<file path="src/gdiff_pkg.sv">
package gdiff_pkg;

	// Default build-time sizes.
	localparam int MAX_WIDTH_DEF   = 32;
	localparam int AMOUNT_BITS_DEF = 16;

	// Widths of the configuration port and of the fixed register fields.
	localparam int CFG_INDEX_W = 2;
	localparam int CFG_DATA_W  = 16;
	localparam int GRID_W_BITS = 6;
	localparam int GRID_H_BITS = 16;
	localparam int RATE_BITS   = 16;

	localparam logic [GRID_W_BITS-1:0] GRID_WIDTH_RESET  = 6'd32;
	localparam logic [GRID_H_BITS-1:0] GRID_HEIGHT_RESET = 16'd32;
	localparam logic [RATE_BITS-1:0]   FLOW_RATE_RESET   = 16'd8;

	typedef enum logic [CFG_INDEX_W-1:0] {
		CFG_GRID_WIDTH  = 2'd0,
		CFG_GRID_HEIGHT = 2'd1,
		CFG_FLOW_RATE   = 2'd2
	} cfg_index_t;

	// Neighbour offsets in visiting order: left, right, up, down.
	localparam int DCOL [4] = '{-1, 1, 0, 0};
	localparam int DROW [4] = '{0, 0, -1, 1};
	localparam logic [1:0] NBR_DOWN = 2'd3;

	// Status of the divider towards its sequencer.
	typedef struct packed {
		logic busy;
		logic done;
	} div_stat_t;

endpackage

</file>
<file path="src/gdiff_ram.sv">
module gdiff_ram #(
	parameter int WIDTH = 16,
	parameter int DEPTH = 32
) (
	input  logic                     clk,
	input  logic                     we,
	input  logic [$clog2(DEPTH)-1:0] waddr,
	input  logic [WIDTH-1:0]         wdata,
	input  logic [$clog2(DEPTH)-1:0] raddr,
	output logic [WIDTH-1:0]         rdata
);

	logic [WIDTH-1:0] mem_q [DEPTH];

	always_ff @(posedge clk) begin
		if (we) begin
			mem_q[waddr] <= wdata;
		end
		rdata <= mem_q[raddr];
	end

endmodule

</file>
<file path="src/gdiff_div.sv">
module gdiff_div #(
	parameter int WIDTH = gdiff_pkg::AMOUNT_BITS_DEF,
	parameter int DIV_W = gdiff_pkg::RATE_BITS
) (
	input  logic                  clk,
	input  logic                  arst_n,
	input  logic                  start,
	input  logic [WIDTH-1:0]      dividend,
	input  logic [DIV_W-1:0]      divisor,
	output gdiff_pkg::div_stat_t  stat,
	output logic [WIDTH-1:0]      quotient
);

	localparam int CNT_W = $clog2(WIDTH + 1);

	logic [CNT_W-1:0] cnt_q;
	logic             done_q;
	logic [WIDTH-1:0] num_q;
	logic [DIV_W-1:0] rem_q;
	logic [DIV_W-1:0] den_q;
	logic [DIV_W:0]   shifted;
	logic [DIV_W:0]   diff;
	logic             fits;

	// One restoring step: bring down the next dividend bit and try the subtraction.
	assign shifted = {rem_q, num_q[WIDTH-1]};
	assign diff    = shifted - {1'b0, den_q};
	assign fits    = ~diff[DIV_W];

	always_ff @(posedge clk or negedge arst_n) begin
		if (!arst_n) begin
			cnt_q  <= '0;
			done_q <= 1'b0;
		end else if (start) begin
			cnt_q  <= CNT_W'(WIDTH);
			done_q <= 1'b0;
		end else if (cnt_q != '0) begin
			cnt_q  <= cnt_q - CNT_W'(1);
			done_q <= (cnt_q == CNT_W'(1));
		end else begin
			done_q <= 1'b0;
		end
	end

	always_ff @(posedge clk) begin
		if (start) begin
			num_q <= dividend;
			rem_q <= '0;
			den_q <= (divisor == '0) ? DIV_W'(1) : divisor;
		end else if (cnt_q != '0) begin
			num_q <= {num_q[WIDTH-2:0], fits};
			rem_q <= fits ? diff[DIV_W-1:0] : shifted[DIV_W-1:0];
		end
	end

	assign stat.busy = (cnt_q != '0);
	assign stat.done = done_q;
	assign quotient  = num_q;

endmodule

</file>
<file path="src/grid_liquid_diffusion_step_unit.sv">
// Channel   Direction  Handshake                     Payload
// s_axis    in         s_axis_tvalid/s_axis_tready   tdata: amount
// m_axis    out        m_axis_tvalid/m_axis_tready   tdata: new_amount, tlast: frame_end
// cfg       in         cfg_valid/cfg_ready           cfg_index, cfg_data (taken only when idle)
//
// Every input beat waits for the bit-serial divider that forms the cell's share, and each
// result it produces passes through the single read port of the share store, which is
// visited once for the cell's own share and once per neighbour. No new beat is taken
// until the sequencer is idle again, and the frame's final beat also flushes the last row.
// The reset is asynchronous and active low; it clears the sequencer, the position counters
// and the registers to their defaults. The stores need no clearing, as a frame only reads
// entries it has already written. A stalled output holds the sequencer only when a new
// result is ready to be loaded while the previous one has not been taken.
module grid_liquid_diffusion_step_unit #(
	parameter int MAX_WIDTH   = gdiff_pkg::MAX_WIDTH_DEF,
	parameter int AMOUNT_BITS = gdiff_pkg::AMOUNT_BITS_DEF,
	localparam int DATA_W     = ((AMOUNT_BITS + 7) / 8) * 8
) (
	input  logic                              clk,
	input  logic                              arst_n,
	input  logic                              s_axis_tvalid,
	output logic                              s_axis_tready,
	input  logic [DATA_W-1:0]                 s_axis_tdata,   // amount
	output logic                              m_axis_tvalid,
	input  logic                              m_axis_tready,
	output logic [DATA_W-1:0]                 m_axis_tdata,   // new_amount
	output logic                              m_axis_tlast,
	input  logic                              cfg_valid,
	output logic                              cfg_ready,
	input  logic [gdiff_pkg::CFG_INDEX_W-1:0] cfg_index,
	input  logic [gdiff_pkg::CFG_DATA_W-1:0]  cfg_data
);

	localparam int CW   = $clog2(MAX_WIDTH);
	localparam int SAW  = $clog2(2 * MAX_WIDTH);
	localparam int AW   = AMOUNT_BITS + 4;
	localparam int HB   = gdiff_pkg::GRID_H_BITS;
	localparam logic [2:0] LAST_STEP = 3'd4;

	typedef enum logic [2:0] {
		S_IDLE,
		S_DIV,
		S_RADDR,
		S_RDATA,
		S_OUT,
		S_WRITE
	} state_t;

	state_t state_q;

	// Configuration registers.
	logic [gdiff_pkg::GRID_W_BITS-1:0] width_q;
	logic [HB-1:0]                     height_q;
	logic [gdiff_pkg::RATE_BITS-1:0]   rate_q;

	// Position of the next input cell.
	logic [CW-1:0] col_q;
	logic [HB-1:0] row_q;

	// Cell whose result is being formed.
	logic [CW-1:0]          cur_col_q;
	logic [HB-1:0]          cur_row_q;
	logic                   flush_q;
	logic [2:0]             step_q;
	logic signed [AW-1:0]   acc_q;
	logic [AMOUNT_BITS-1:0] own_share_q;
	logic [AMOUNT_BITS-1:0] amount_q;
	logic [AMOUNT_BITS-1:0] share_q;

	logic                   m_valid_q;
	logic [AMOUNT_BITS-1:0] out_amount_q;
	logic                   out_last_q;

	logic [CW-1:0] w_last;
	logic [HB-1:0] h_last;
	logic          last_col;
	logic          last_cell;
	logic          out_free;
	logic          in_beat;

	gdiff_pkg::div_stat_t   div_stat;
	logic                   div_start;
	logic [AMOUNT_BITS-1:0] div_quot;

	logic [1:0]             nbr_k;
	logic signed [CW+1:0]   nbr_col;
	logic signed [HB+1:0]   nbr_row;
	logic                   nbr_inside;
	logic [AMOUNT_BITS-1:0] nbr_share;

	logic                   store_we;
	logic [SAW-1:0]         share_waddr;
	logic [SAW-1:0]         share_raddr;
	logic [AMOUNT_BITS-1:0] share_rdata;
	logic [AMOUNT_BITS-1:0] pend_rdata;
	logic [AMOUNT_BITS-1:0] clamped;

	// The share store keeps two rows; the row's parity selects the half.
	function automatic logic [SAW-1:0] slot(input logic row_odd, input logic [CW-1:0] col);
		slot = SAW'(col) + (row_odd ? SAW'(MAX_WIDTH) : SAW'(0));
	endfunction

	// Effective last column and last row: a zero register acts as one, and a width beyond
	// the store is held to the store's size.
	always_comb begin
		if (width_q == '0) begin
			w_last = '0;
		end else if (int'(width_q) > MAX_WIDTH) begin
			w_last = CW'(MAX_WIDTH - 1);
		end else begin
			w_last = CW'(width_q - 6'd1);
		end
		h_last = (height_q == '0) ? '0 : height_q - HB'(1);
	end

	assign last_col  = (col_q == w_last);
	assign last_cell = last_col && (row_q == h_last);
	assign out_free  = !m_valid_q || m_axis_tready;

	// Register writes are taken only between cells and win over an input beat offered in
	// the same cycle, so that the beat lands in the restarted frame.
	assign cfg_ready     = (state_q == S_IDLE);
	assign s_axis_tready = (state_q == S_IDLE) && !cfg_valid;
	assign in_beat       = s_axis_tvalid && s_axis_tready;
	assign div_start     = in_beat;

	gdiff_div #(
		.WIDTH (AMOUNT_BITS),
		.DIV_W (gdiff_pkg::RATE_BITS)
	) u_div (
		.clk      (clk),
		.arst_n   (arst_n),
		.start    (div_start),
		.dividend (s_axis_tdata[AMOUNT_BITS-1:0]),
		.divisor  (rate_q),
		.stat     (div_stat),
		.quotient (div_quot)
	);

	// Step 0 fetches the cell's own amount and share; steps 1 to 4 visit the neighbours
	// in table order. The neighbour below is the cell just divided, so it needs no fetch.
	assign nbr_k   = 2'(step_q - 3'd1);
	assign nbr_col = $signed({2'b00, cur_col_q}) + (CW + 2)'(gdiff_pkg::DCOL[nbr_k]);
	assign nbr_row = $signed({2'b00, cur_row_q}) + (HB + 2)'(gdiff_pkg::DROW[nbr_k]);
	assign nbr_inside = !nbr_col[CW+1] && (nbr_col[CW:0] <= {1'b0, w_last})
		&& !nbr_row[HB+1] && (nbr_row[HB:0] <= {1'b0, h_last});
	assign nbr_share = (nbr_k == gdiff_pkg::NBR_DOWN) ? share_q : share_rdata;

	assign share_raddr = (step_q == 3'd0) ? slot(cur_row_q[0], cur_col_q)
		: slot(nbr_row[0], nbr_col[CW-1:0]);
	assign share_waddr = slot(row_q[0], col_q);
	assign store_we    = (state_q == S_WRITE);

	gdiff_ram #(
		.WIDTH (AMOUNT_BITS),
		.DEPTH (2 * MAX_WIDTH)
	) u_share_rows (
		.clk   (clk),
		.we    (store_we),
		.waddr (share_waddr),
		.wdata (share_q),
		.raddr (share_raddr),
		.rdata (share_rdata)
	);

	gdiff_ram #(
		.WIDTH (AMOUNT_BITS),
		.DEPTH (MAX_WIDTH)
	) u_pending (
		.clk   (clk),
		.we    (store_we),
		.waddr (col_q),
		.wdata (amount_q),
		.raddr (cur_col_q),
		.rdata (pend_rdata)
	);

	// A negative total gives zero and one beyond the amount range gives the maximum.
	always_comb begin
		if (acc_q[AW-1]) begin
			clamped = '0;
		end else if (|acc_q[AW-2:AMOUNT_BITS]) begin
			clamped = '1;
		end else begin
			clamped = acc_q[AMOUNT_BITS-1:0];
		end
	end

	// Sequencer, position counters, configuration and output valid.
	always_ff @(posedge clk or negedge arst_n) begin
		if (!arst_n) begin
			state_q   <= S_IDLE;
			width_q   <= gdiff_pkg::GRID_WIDTH_RESET;
			height_q  <= gdiff_pkg::GRID_HEIGHT_RESET;
			rate_q    <= gdiff_pkg::FLOW_RATE_RESET;
			col_q     <= '0;
			row_q     <= '0;
			flush_q   <= 1'b0;
			step_q    <= '0;
			m_valid_q <= 1'b0;
		end else begin
			if ((state_q == S_OUT) && out_free) begin
				m_valid_q <= 1'b1;
			end else if (m_axis_tready) begin
				m_valid_q <= 1'b0;
			end
			case (state_q)
				S_IDLE: begin
					if (in_beat) begin
						state_q <= S_DIV;
					end
				end
				S_DIV: begin
					if (div_stat.done) begin
						if (row_q != '0) begin
							flush_q <= 1'b0;
							step_q  <= '0;
							state_q <= S_RADDR;
						end else begin
							state_q <= S_WRITE;
						end
					end
				end
				S_RADDR: begin
					state_q <= S_RDATA;
				end
				S_RDATA: begin
					if (step_q == LAST_STEP) begin
						state_q <= S_OUT;
					end else begin
						step_q  <= step_q + 3'd1;
						state_q <= S_RADDR;
					end
				end
				S_OUT: begin
					if (out_free) begin
						if (!flush_q) begin
							state_q <= S_WRITE;
						end else if (cur_col_q == w_last) begin
							col_q   <= '0;
							row_q   <= '0;
							flush_q <= 1'b0;
							state_q <= S_IDLE;
						end else begin
							step_q  <= '0;
							state_q <= S_RADDR;
						end
					end
				end
				S_WRITE: begin
					if (last_cell) begin
						flush_q <= 1'b1;
						step_q  <= '0;
						state_q <= S_RADDR;
					end else if (last_col) begin
						col_q   <= '0;
						row_q   <= row_q + HB'(1);
						state_q <= S_IDLE;
					end else begin
						col_q   <= col_q + CW'(1);
						state_q <= S_IDLE;
					end
				end
				default: begin
					state_q <= S_IDLE;
				end
			endcase
			// A write to a defined register restarts the frame; an unused index is ignored.
			if (cfg_valid && cfg_ready) begin
				case (cfg_index)
					gdiff_pkg::CFG_GRID_WIDTH: begin
						width_q <= cfg_data[gdiff_pkg::GRID_W_BITS-1:0];
						col_q   <= '0;
						row_q   <= '0;
					end
					gdiff_pkg::CFG_GRID_HEIGHT: begin
						height_q <= cfg_data[HB-1:0];
						col_q    <= '0;
						row_q    <= '0;
					end
					gdiff_pkg::CFG_FLOW_RATE: begin
						rate_q <= cfg_data[gdiff_pkg::RATE_BITS-1:0];
						col_q  <= '0;
						row_q  <= '0;
					end
					default: begin
					end
				endcase
			end
		end
	end

	// Datapath registers.
	always_ff @(posedge clk) begin
		case (state_q)
			S_IDLE: begin
				if (in_beat) begin
					amount_q <= s_axis_tdata[AMOUNT_BITS-1:0];
				end
			end
			S_DIV: begin
				if (div_stat.done) begin
					share_q   <= div_quot;
					cur_col_q <= col_q;
					cur_row_q <= row_q - HB'(1);
				end
			end
			S_RDATA: begin
				if (step_q == 3'd0) begin
					acc_q       <= $signed({4'b0000, pend_rdata});
					own_share_q <= share_rdata;
				end else if (nbr_inside) begin
					acc_q <= acc_q + $signed({4'b0000, nbr_share})
						- $signed({4'b0000, own_share_q});
				end
			end
			S_OUT: begin
				if (out_free) begin
					out_amount_q <= clamped;
					out_last_q   <= flush_q && (cur_col_q == w_last);
					cur_col_q    <= cur_col_q + CW'(1);
				end
			end
			S_WRITE: begin
				if (last_cell) begin
					cur_col_q <= '0;
					cur_row_q <= row_q;
				end
			end
			default: begin
			end
		endcase
	end

	assign m_axis_tvalid = m_valid_q;
	assign m_axis_tdata  = DATA_W'(out_amount_q);
	assign m_axis_tlast  = out_last_q;

	// The divider is only running while the sequencer waits for it.
	a_div_idle_when_ready: assert property (@(posedge clk) disable iff (!arst_n)
		s_axis_tready |-> !div_stat.busy)
		else $error("divider busy while input is accepted");

	a_done_in_div: assert property (@(posedge clk) disable iff (!arst_n)
		div_stat.done |-> (state_q == S_DIV))
		else $error("divider finished outside the divide state");

	a_position_in_grid: assert property (@(posedge clk) disable iff (!arst_n)
		(col_q <= w_last) && (row_q <= h_last))
		else $error("input position outside the grid");

endmodule

</file>
<file path="config.mk">
export PLATFORM = sky130hd
export DESIGN_NAME = grid_liquid_diffusion_step_unit
export DESIGN_NICKNAME = d
export VERILOG_FILES = /design/src/gdiff_pkg.sv /design/src/gdiff_ram.sv /design/src/gdiff_div.sv /design/src/grid_liquid_diffusion_step_unit.sv
export SDC_FILE = /design/constraint.sdc
export NUM_CORES = 2
export LEC_CHECK = 0
export ABC_AREA = 1
export BUFFER_PORTS_ARGS = -buffer_cell sky130_fd_sc_hd__clkbuf_2
export CELL_PAD_IN_SITES_DETAIL_PLACEMENT = 1
export CELL_PAD_IN_SITES_GLOBAL_PLACEMENT = 2
export CORE_AREA = 5 5 426 428
export CTS_BUF_LIST = sky130_fd_sc_hd__clkbuf_4
export CTS_CLUSTER_SIZE = 20
export DETAILED_ROUTE_END_ITERATION = 12
export DIE_AREA = 0 0 431 433
export PLACE_DENSITY = 0.89
export SYNTH_ARGS = -nofsm -noshare
export SYNTH_HDL_FRONTEND = slang
export SYNTH_HIERARCHICAL = 1
export SYNTH_SLANG_ARGS = --single-unit
</file>
<file path="constraint.sdc">
create_clock -name clk -period 4.7 [get_ports clk]
set_clock_uncertainty 0.05 [all_clocks]
set_input_delay 0.47 -clock clk [delete_from_list [all_inputs] [get_ports clk]]
set_output_delay 0.47 -clock clk [all_outputs]
set_load 0.005 [all_outputs]
</file>
==> results.ini <==
[layout]
largestRegisters=u_share_rows/mem_q: 1024 flops, u_pending/mem_q: 512 flops, acc_q: 20 flops
drive_above_1_share=0.133
largest_reg_flops=1024
fillerInstances=19400
syn_to_final_growth_pct=11.8
final_cells=10500
fin_util=0.500
fin_nets=7950
top_register=u_share_rows/mem_q

[route]
drt_pass1_iterations=5
detail-route-antenna-nets=0
dr.first_iter.drc_count=5089
drc_errors=0
routed_wl_um=241000
viasPerCell=5.53
wl_per_cell_um=22.9
via_count=58100

[die]
coreArea_mm2=0.177
ios=59
design.die.area_mm2=0.187
dieWidth_um=431
initial_core_util=0.447
die_h_um=433
rows=155

[synth]
synth_edf_count=1674
synth-seq-cells=1795
avgSynthCellArea_um2=10.7
yosys-top-cells-area=edfxtp_1, nand2_1, nand3_1
async_flop_share=0.0407
ys.flop_type=edfxtp_1
synthCells=7390
ys_warn_count=6
synth.yosys.seq_area_share=0.669
yosysMostFrequentCell=nand2_1
synth_commonest_cells=nand2_1, edfxtp_1, nand3_1
ys_types=62
yosysTopAreaCell=edfxtp_1
synth_nets=7529
synthesis.area_mm2=0.0793
synth_top_area_frac=0.634

[pwr]
p_leak_nw=34.9
powerDensity_mw_per_mm2=633
max-vdd-ir-drop_v=0.000782

[global_routing]
overflow=0
grt_antenna_before_repair=5
grt_pass1_wl_um=364000
grt_max_degree=216
grt_pass1_vias=61200
grt-busiest-layer=met2
gr-usage-all-layers=0.254
met1_usage=0.319
use_met3=0.0398
met2_usage=0.440

[clock_network]
cts_made_buffers=465
clkSlewWorstSetupHoldPaths_ps=60
clockBufferDepth=4
clock_sinks=1795
cts_tree=done
clock-root-buffer=clkbuf_4
cts_setup_buffers=0
cts_max_level=5
clk_latency_ps=1320

[worst_setup_path]
worstSetupEndpointType=flop
startpoint_type=flop
crit_fanout=20
worstSetupPathType=flop to flop
required_ps=5640
cp.arrival_ps=5300

[run]
cap_violations=0

[place]
post-dp-hpwl_um=145000
placed_cells=9627
io_buffers=58
gp_congestion=0.870

[timing]
fmax_mhz=229
slew_headroom=0.142
min_period_ps=4360
worst_pin_slew_ps=1290
setup_violations=0
setup_tns_ps=0
fin_crit_sh=0.928
maxSlewViolCount=0
hold_violations=0

[min_path]
hold_class=input pin to flop

[status]
status=completed

==> per-stage QoR <==
stage	worst slack, ps	hold slack (ps)	instance area, µm²	total power [mW]
after floorplan	463	124	79300	35.5
after global placement	-13.4	408	82200	42.3
after detailed placement	133	411	82200	43.1
after CTS	70.9	21.3	88700	56.5
after global routing	-0.151	67.4	88700	59.7
final	338	166	88700	56.1
==> routing by layer <==
metal  share of wire  vias up
met2            0.50     1892
met5        0.000054        -
met1            0.41    29200
met4           0.038        2
li1                -    26500
met3           0.055      517
==> cell families (layout without fill, tap and decap cells) <==
group                      after synthesis  count (layout)  share of synthesized area
xor gates and xnor gates                72              72                    0.00795
and+or+nand+nor                       4375            4375                      0.236
buffers and inverters                  766            1532                     0.0491
other                                    0               9                          0
DFF                                   1795            1795                      0.669
adders and majority gates              100             100                     0.0175
AOI/OAI and AO/OA                      266             266                     0.0182
muxes                                   16              16                    0.00202
==> worst max-delay path: stages, from the launching register on <==
cell and delay [ps]:
dfrtp_1 380, inv_1 70, ha_1 300, inv_1 50, ha_1 200, ha_1 210, a21o_1 170, nand2_1 60
o21ai_1 70, nand3_1 80, nand2_1 90, a21oi_2 180, o21ai_1 100, buf_4 150, xor2_1 140, ha_1 320
a21oi_1 130, nor2_1 50, a211oi_1 220, nand2_1 80, o21bai_1 130, a21boi_0 90, o21ai_1 130, buf_4 130
nand4_1 180, nand2_2 140, buf_12 180
==> layout make-up <==
type	instances	area, µm²	area share
antenna	9	22.5	0.000254
clock inverter	142	682	0.00769
timing repair buffer	359	3090	0.0348
tap	2355	2950	0.0332
clock buffer	670	5030	0.0567
sequential	1795	53100	0.598
multi-input combinational	4829	22500	0.253
inverter	361	1390	0.0157
==> cell usage in the layout, fill, tap and decap left out, types with 57 or more instances in the layout <==
cell type and count:
clkbuf_2 57, nand4_1 58, buf_4 203, nand3_1 1416, dlygate4sd3_1 71, o21ai_0 139
inv_1 350, ha_1 82, clkinv_1 111, a21oi_1 68, clkbuf_4 670, dfrtp_1 70
nand2_1 2555, nor2_1 225, edfxtp_1 1674
==> timing repair <==
item                                   4_1_cts  5_1_grt
setup endpoints to repair                    0       21
hold buffers                                72        0
gates resized for setup                      0       11
endpoints found under the hold margin      216        0
==> worst paths after layout <==
kind / from / to / slack [ps] / cells after the start
worst max register to register: step_q[0] / acc_q[4] / 340 / 26
worst max-delay path: step_q[0] / acc_q[4] / 340 / 26
worst min-delay path: m_axis_tready / m_axis_tlast / 170 / 4
max in group asynchronous: arst_n / height_q[15] / 3840 / 4
worst min register to register: u_div/quotient[11] / share_q[11] / 360 / 0
min in group asynchronous: arst_n / rate_q[3] / 280 / 3
==> power breakdown <==
group | internal (mW) | total, mW | switching [mW]
registers | 18.5 | 19.4 | 0.887
logic | 6.66 | 23.5 | 16.9
clock network | 6.74 | 13.2 | 6.43
(Power assumes the default switching activity.)
